--- src/sv/linear_probe_hash_table_core_macros.svh ---
// Assertion macros for the linear probe hash table
`ifndef LINEAR_PROBE_HASH_TABLE_CORE_MACROS_SVH
`define LINEAR_PROBE_HASH_TABLE_CORE_MACROS_SVH
`define LPHT_ASSERT_IMPL(label, clk, rst_n, ante, cons, msg) \
  label: assert property (@(posedge clk) disable iff (!rst_n) (ante) |-> (cons)) \
    else $error(msg);
`define LPHT_ASSERT_NEXT(label, clk, rst_n, ante, cons, msg) \
  label: assert property (@(posedge clk) disable iff (!rst_n) (ante) |=> (cons)) \
    else $error(msg);
`endif

--- src/sv/lpht_pkg.sv ---
// Shared types and constants of the linear probe hash table
package lpht_pkg;
  localparam int SLOTS = 256;

  localparam logic [2:0] ST_FOUND      = 3'd0;
  localparam logic [2:0] ST_INSERTED   = 3'd1;
  localparam logic [2:0] ST_NOT_FOUND  = 3'd2;
  localparam logic [2:0] ST_FULL       = 3'd3;
  localparam logic [2:0] ST_ZERO_VALUE = 3'd4;

  typedef enum logic [2:0] {
    PS_CLEAR,
    PS_IDLE,
    PS_READ,
    PS_CHECK,
    PS_RESULT
  } probe_state_t;
endpackage

--- src/sv/lpht_front.sv ---
// Front end: accepts requests, classifies zero-value inserts, two-entry queue
module lpht_front
  import lpht_pkg::*;
#(
  parameter int KEY_BITS   = 32,
  parameter int VALUE_BITS = 32
) (
  input  logic                  clk,
  input  logic                  rst_n,
  input  logic                  in_valid,
  output logic                  in_ready,
  input  logic                  in_operation,
  input  logic [KEY_BITS-1:0]   in_key,
  input  logic [VALUE_BITS-1:0] in_value,
  output logic                  q_valid,
  input  logic                  q_ready,
  output logic                  q_insert,
  output logic                  q_zero,
  output logic [KEY_BITS-1:0]   q_key,
  output logic [VALUE_BITS-1:0] q_value
);
  localparam int EW = 2 + KEY_BITS + VALUE_BITS;

  logic [EW-1:0] ent_r [2];
  logic [1:0]    cnt_r, cnt_nxt;
  logic          rd_r, rd_nxt, wr_r, wr_nxt;
  logic          push, pop;
  logic [EW-1:0] head;

  assign in_ready = (cnt_r != 2'd2);
  assign push     = in_valid && in_ready;
  assign q_valid  = (cnt_r != 2'd0);
  assign pop      = q_valid && q_ready;
  assign head     = ent_r[rd_r];
  assign q_insert = head[EW-1];
  assign q_zero   = head[EW-2];
  assign q_key    = head[VALUE_BITS +: KEY_BITS];
  assign q_value  = head[VALUE_BITS-1:0];

  always_comb begin
    cnt_nxt = cnt_r + 2'(push) - 2'(pop);
    rd_nxt  = rd_r ^ pop;
    wr_nxt  = wr_r ^ push;
  end

  always_ff @(posedge clk) begin
    if (!rst_n) begin
      cnt_r <= '0;
      rd_r  <= 1'b0;
      wr_r  <= 1'b0;
    end else begin
      cnt_r <= cnt_nxt;
      rd_r  <= rd_nxt;
      wr_r  <= wr_nxt;
    end
    if (push) begin
      ent_r[wr_r] <= {in_operation, in_operation && (in_value == '0), in_key, in_value};
    end
  end
endmodule

--- config.mk ---
export PLATFORM = sky130hd
export DESIGN_NAME = lpht_front
export DESIGN_NICKNAME = d
export VERILOG_FILES = /design/src/sv/linear_probe_hash_table_core_macros.svh /design/src/sv/lpht_pkg.sv /design/src/sv/lpht_front.sv
export SDC_FILE = /design/constraint.sdc
export NUM_CORES = 1
export LEC_CHECK = 0
export BUFFER_PORTS_ARGS = -buffer_cell sky130_fd_sc_hd__clkbuf_2
export CORE_MARGIN = 10
export CORE_UTILIZATION = 52
export CTS_CLUSTER_DIAMETER = 200
export DETAILED_ROUTE_END_ITERATION = 16
export PLACE_DENSITY = 0.88
export SYNTH_ARGS = -nofsm -noshare
export SYNTH_HDL_FRONTEND = slang
export SYNTH_SLANG_ARGS = --single-unit
--- constraint.sdc ---
create_clock -name clk -period 3.6 [get_ports clk]
set_clock_uncertainty 0.2 [all_clocks]
set_input_delay 0.54 -clock clk [delete_from_list [all_inputs] [get_ports clk]]
set_output_delay 0.54 -clock clk [all_outputs]
set_load 0.03 [all_outputs]
==> impl_metrics.env, run 1 <==
export IMPL_slew_viol_final=0
export IMPL_worst_pin_slew_ns=0.926
export IMPL_synth_top_cell_area_share_pct=75.5
export IMPL_ys_ff_latch=137
export IMPL_maxCapViolCount=0
export IMPL_cts_max_path_buffers=2
export IMPL_hold_class="in -> reg"
export IMPL_place_ws_ns=1.20
export IMPL_rows=36
export IMPL_io_buffers=136
export IMPL_insertion_delay_ns=0.51
export IMPL_routedWlPerCell_um=19.4
export IMPL_place_gp_congestion=0.750
export IMPL_timing_hold_ws_ns=0.0267
export IMPL_post_cts_resized=0
export IMPL_first_pass_iters=5
export IMPL_max_slew_margin_pct=38.3
export IMPL_synth_cells=242
export IMPL_fillerInstances=674
export IMPL_mostFrequentLayoutCell="clkbuf_2"
export IMPL_avgSynthCellArea_um2=21.7
export IMPL_max_freq_mhz=344
export IMPL_diodes=0
export IMPL_cp_max_fo=40
export IMPL_seq_power_share_pct=40.1
export IMPL_via_per_inst=5.13
export IMPL_crit_chain="buf_12 > mux2_2 > clkbuf_2"
export IMPL_ios=137
export IMPL_hold_viol=0
export IMPL_drt_iter0_markers=137
export IMPL_track_usage_pct=14.8
export IMPL_ctsRootBufferMaster="clkbuf_8"
export IMPL_r2r_start="cnt_r[0]$_SDFF_PN0_"
export IMPL_grt_pass1_wl_um=16600
export IMPL_ctsHoldBuffers=0
export IMPL_clkSinkCount=137
export IMPL_synth_fp_nets=313
export IMPL_setup_slack_ns=0.694
export IMPL_reg2reg_to="ent_r[0][39]$_DFFE_PP_"
export IMPL_netSwitchingFraction_pct=30.8
export IMPL_grt_antenna_before_repair=0
export IMPL_numCtsBuffers=17
export IMPL_power_switching_w=0.00165
export IMPL_wirelength_um=10400
export IMPL_clk_pin_slew_ns=0.06
export IMPL_start_util_pct=53.4
export IMPL_grt_max_degree=67
export IMPL_crit_end="q_value[18]"
export IMPL_worst_path_largest_cell_delay_ns=0.76
export IMPL_tns_ns=0
export IMPL_setup_viol=0
export IMPL_ir_worst_vdd_mv=0.482
export IMPL_p_per_area_nw_per_um2=803
export IMPL_yosys_top_cells_area="edfxtp_1, mux2_4, mux2_2"
export IMPL_synth_area_um2=5250
export IMPL_finalCriticalPeriod_ns=2.91
export IMPL_yosys_warnings=0
export IMPL_fin_util_pct=68.0
export IMPL_cp_slowest_cell="dfxtp_4"
export IMPL_post_route_drc_count=0
export IMPL_required_ns=2.86
export IMPL_regToRegSetupSlack_ns=1.38
export IMPL_outcome="complete, no violations"
export IMPL_postCtsSetupBuffers=0
export IMPL_dieArea_um2=14500
export IMPL_areaGrowthSynthToFinish_pct=27.3
export IMPL_drive_above_1_share_pct=59.0
export IMPL_grt_pass1_vias=3060
export IMPL_p_clk_share_pct=32.4
export IMPL_worstPathArrival_ns=2.17
export IMPL_final_nets=464
export IMPL_die_width_um=120
export IMPL_final_cell_mix="clkbuf_2, edfxtp_1, mux2_4"
export IMPL_die_h_um=120
export IMPL_path_class="reg -> out"
export IMPL_min_period_over_period_pct=80.7
export IMPL_hold_depth=1
export IMPL_grt_ovfl_total=0
export IMPL_synth_distinct_cells=26
export IMPL_end_kind="primary output"
export IMPL_p_int_w=0.00371
export IMPL_r2r_cells=3
export IMPL_dp_hpwl_um=7410
export IMPL_stdcell_area_um2=6680
export IMPL_start_kind="flip-flop"
export IMPL_vias=2759
export IMPL_htreeDepth=4
export IMPL_comb_power_share_pct=27.6
export IMPL_cts_tree="done"
export IMPL_rsz0062_at_grt="no"
export IMPL_antenna_left=0
export IMPL_core_um2=9820
export IMPL_power_leakage_nw=2.61
export IMPL_yosysTopAreaCell="edfxtp_1"
export IMPL_ys_seq_area_share_pct=77.4
export IMPL_place_area_um2=6080
## cell type report
type | instances | area [µm²] | area share, %
Sequential cell | 137 | 4070 | 60.9
Multi-Input combinational cell | 97 | 1130 | 16.9
Timing Repair Buffer | 139 | 716 | 10.7
Clock buffer | 19 | 422 | 6.31
Clock inverter | 12 | 176 | 2.64
Tap cell | 133 | 166 | 2.49
Inverter | 1 | 3.75 | 0.0562
## power by group through the flow
stage	clock network, W	logic (W)	registers (W)
global placement	0	0.00148	0.00217
CTS	0.00176	0.00151	0.00216
floorplan	0	0.00118	0.00210
detailed placement	0	0.00150	0.00219
finish	0.00174	0.00148	0.00215
global route	0.00184	0.00157	0.00218
## state kept, by name, summed over array words and instances (netlist names), named ones only
register,count
wr_r,1
ent_r,132
cnt_r,2
rd_r,1
## routing by layer
metal | up-vias | wire length (µm) | global-route usage (%)
met5 | - | 0 | 0
met1 | 1360 | 4190 | 17.3
met4 | 0 | 85 | 5.20
met2 | 117 | 5300 | 24.1
li1 | 1271 | - | -
met3 | 11 | 869 | 6.05
## cells in the mapped netlist
master	instances
dfxtp_1	5
or2_2	1
inv_1	1
and2_1	4
nand4_1	2
or3_1	1
nor4_1	6
mux2_4	40
nand2b_1	2
o21ai_2	1
buf_6	5
mux2i_1	1
mux2_2	26
nor2b_1	1
a21oi_1	1
nand2_1	1
a21bo_2	1
nor3_1	1
edfxtp_1	132
nor4bb_1	1
ha_1	2
nor4b_1	1
xnor2_1	2
buf_2	2
nor2_1	1
and3_1	1
## critical path: cells and delay by family (launching register included)
family	cells	cell delay [ns]
buffers and inverters	2	0.49
multiplexers	1	0.37
flip-flops	1	0.76
## per-stage QoR
| stage | instances | power, W |
|---|---|---|
| 6_report | 538 | 0.00536 |
| 5_1_grt | 538 | 0.00559 |
| 4_1_cts | 538 | 0.00543 |
| 3_5_place_dp | 507 | 0.00369 |
| 3_3_place_gp | 507 | 0.00365 |
| 2_1_floorplan | 242 | 0.00328 |
## worst min path at each step
stage | from | to | slack, ns
floorplan | wr_r$_SDFF_PN0_ | wr_r$_SDFF_PN0_ | 0.33
global placement | rd_r$_SDFF_PN0_ | flip-flop | 0.37
detailed placement | rd_r$_SDFF_PN0_ | rd_r$_SDFF_PN0_ | 0.38
CTS | in_key[22] | ent_r[1][54]$_DFFE_PP_ | 0.006
global route | in_key[22] | ent_r[1][54]$_DFFE_PP_ | 0.006
finish | in_key[26] | ent_r[1][58]$_DFFE_PP_ | 0.03
## logic make-up after synthesis
group	count (synthesis)	share of synthesized area, %
flops	137	77.4
mux	67	17.2
simple gates	23	2.74
buf+inv	8	1.34
compound gates	3	0.453
xor+xnor	2	0.334
fa+ha+maj	2	0.477
(Power assumes the default switching activity.)
==> inputs of run 2 (changes only) <==
- ABC_AREA: not set -> 1
- clock period: 3.6 -> 3 ns (I/O delays scaled with it)
==> run 2 against run 1 <==
Compared with the run above: register-to-register slack got worse by 0.51 ns; utilization up 6.8 points; setup slack got worse by 0.19 ns; largest power group unchanged; synthesized cell count grew 11%; hold slack improved by 0.081 ns; combinational power grew 40%; sequential share of layout area fell by 5.5 points; critical endpoint is now q_value[3].
==> impl_metrics.env, run 2 <==
export IMPL_synth_top_cell_area_share_pct=75.0
export IMPL_synth_cells=269
export IMPL_comb_power_share_pct=31.7
export IMPL_end_kind="primary output"
export IMPL_setup_viol=0
export IMPL_ys_flop_type="edfxtp_1"
export IMPL_start_kind="flip-flop"
export IMPL_ios=137
export IMPL_drive_above_1_share_pct=46.8
export IMPL_io_buffers=136
export IMPL_vias=3107
export IMPL_antenna_left=0
export IMPL_clkSinkCount=137
export IMPL_hold_depth=3
export IMPL_ctsHoldBuffers=66
export IMPL_min_period_over_period_pct=83.2
export IMPL_dp_hpwl_um=7240
export IMPL_max_slew_margin_pct=56.9
export IMPL_grt_pass1_vias=3501
export IMPL_p_per_area_nw_per_um2=888
export IMPL_place_area_um2=6150
export IMPL_netlist_top_cells_count="edfxtp_1, mux2_4, mux2_2"
export IMPL_reg2reg_to="ent_r[0][30]$_DFFE_PP_"
export IMPL_die_width_um=121
export IMPL_wirelength_um=11900
export IMPL_clk_pin_slew_ns=0.06
export IMPL_core_um2=9820
export IMPL_r2r_start="cnt_r[0]$_SDFF_PN0_"
export IMPL_synth_distinct_cells=16
export IMPL_cp_slowest_cell="dfxtp_4"
export IMPL_required_ns=2.35
export IMPL_worst_pin_slew_ns=0.646
export IMPL_yosysMostFrequentCell="edfxtp_1"
export IMPL_outcome="complete, no violations"
export IMPL_ys_ff_latch=137
export IMPL_cts_tree="done"
export IMPL_worstPathArrival_ns=1.84
export IMPL_seq_power_share_pct=39.7
export IMPL_track_usage_pct=16.6
export IMPL_numCtsBuffers=17
export IMPL_final_nets=559
export IMPL_hold_viol=0
export IMPL_yosys_top_cells_area="edfxtp_1, mux2_4, mux2_2"
export IMPL_mostFrequentLayoutCell="clkbuf_2"
export IMPL_post_cts_resized=0
export IMPL_routedWlPerCell_um=18.8
export IMPL_timing_hold_ws_ns=0.107
export IMPL_hold_start="q_ready"
export IMPL_ir_worst_vdd_mv=0.588
export IMPL_post_route_drc_count=0
export IMPL_synth_edf_count=132
export IMPL_postCtsSetupBuffers=0
export IMPL_cts_max_path_buffers=2
export IMPL_final_cell_mix="clkbuf_2, edfxtp_1, dlygate4sd3_1"
export IMPL_slew_viol_final=0
export IMPL_drt_iter0_markers=212
export IMPL_regToRegSetupSlack_ns=0.87
export IMPL_maxCapViolCount=0
export IMPL_max_freq_mhz=401
export IMPL_start_util_pct=53.8
export IMPL_power_leakage_nw=2.92
export IMPL_registers_top_by_ff_count="ent_r"
export IMPL_first_pass_iters=4
export IMPL_crit_chain="buf_4 > mux2_2 > clkbuf_2"
export IMPL_min_to="rd_r$_SDFF_PN0_"
export IMPL_htreeDepth=4
export IMPL_grt_max_degree=49
export IMPL_place_gp_congestion=0.722
export IMPL_yosys_warnings=0
export IMPL_grt_pass1_wl_um=18700
export IMPL_stdcell_area_um2=7340
export IMPL_areaGrowthSynthToFinish_pct=39.0
export IMPL_synth_area_um2=5280
export IMPL_dieArea_um2=14600
export IMPL_finalCriticalPeriod_ns=2.49
export IMPL_grt_ovfl_total=0
export IMPL_die_h_um=121
export IMPL_synthArstFlopShare_pct=0
export IMPL_avgSynthCellArea_um2=19.6
export IMPL_worst_path_largest_cell_delay_ns=0.43
export IMPL_netSwitchingFraction_pct=32.2
export IMPL_yosysTopAreaCell="edfxtp_1"
export IMPL_hold_class="in -> reg"
export IMPL_largest_reg_flops=132
export IMPL_rows=36
export IMPL_rsz0062_at_grt="no"
export IMPL_grt_antenna_before_repair=1
export IMPL_largest_registers="ent_r (132), cnt_r (2)"
export IMPL_ys_seq_area_share_pct=76.9
export IMPL_tns_ns=0
export IMPL_cp_max_fo=16
export IMPL_p_int_w=0.00442
export IMPL_power_switching_w=0.00210
export IMPL_insertion_delay_ns=0.51
export IMPL_synth_fp_nets=340
export IMPL_r2r_cells=6
export IMPL_ctsRootBufferMaster="clkbuf_8"
export IMPL_via_per_inst=4.90
export IMPL_p_clk_share_pct=28.6
export IMPL_path_class="reg -> out"
## run 2: power groups by stage
stage	clock (W)	combinational, W	sequential [W]
floorplan	0	0.00149	0.00259
global placement	0	0.00197	0.00260
detailed placement	0	0.00200	0.00263
CTS	0.00189	0.00207	0.00259
global route	0.00200	0.00219	0.00262
finish	0.00186	0.00207	0.00259
## run 2: critical path, delay by kind of cell (launching register included)
kind                   cells  cell delay (ns)
buffers and inverters      2             0.52
flip-flops                 1             0.43
multiplexers               1             0.38
## run 2: layout make-up
cell class,instances,area (µm²)
diodes,1,2.50
clock buffers,20,425
clock inverters,11,106
fillers,613,2470
inverters,8,30.0
multi-input cells,117,1140
flip-flops and latches,137,4070
well taps,133,166
repair buffers,207,1400
## run 2: kinds of logic after synthesis
group	after synthesis	synth area share (%)
adders and majority gates	2	0.474
muxes	66	16.9
xor gates and xnor gates	1	0.166
and+or+nand+nor	43	3.17
buffers and inverters	15	1.82
DFF	137	76.9
AOI/OAI and AO/OA	5	0.521
## run 2: through the flow
step           utilization [%]  setup WS [ns]  power [W]  cells
2_1_floorplan                -          0.541    0.00407    269
3_3_place_gp              62.6          0.900    0.00457    536
3_5_place_dp              62.6          0.867    0.00463    536
4_1_cts                   74.8          0.470    0.00656    633
5_1_grt                   74.8          0.433    0.00681    634
6_report                  74.8          0.505    0.00652    634
## run 2: layer usage
metal / vias up / share of wire (%) / track usage, %
met5: - / 0 / 0
met2: 111 / 51 / 28.2
met1: 1513 / 39 / 17.6
met3: 15 / 8.3 / 7.54
met4: 0 / 1.1 / 6.71
li1: 1468 / - / -
## run 2: how the worst max path moves through the flow
stage,depth (start not counted),to,slack (ns),from
6_report,3,q_value[3],0.51,flip-flop
5_1_grt,3,q_insert,0.43,flip-flop
4_1_cts,3,q_value[2],0.47,flip-flop
3_5_place_dp,5,ent_r[0][46]$_DFFE_PP_,0.87,in_valid
3_3_place_gp,5,ent_r[0][18]$_DFFE_PP_,0.90,in_valid
2_1_floorplan,4,ent_r[1][0]$_DFFE_PP_,0.54,cnt_r[0]$_SDFF_PN0_
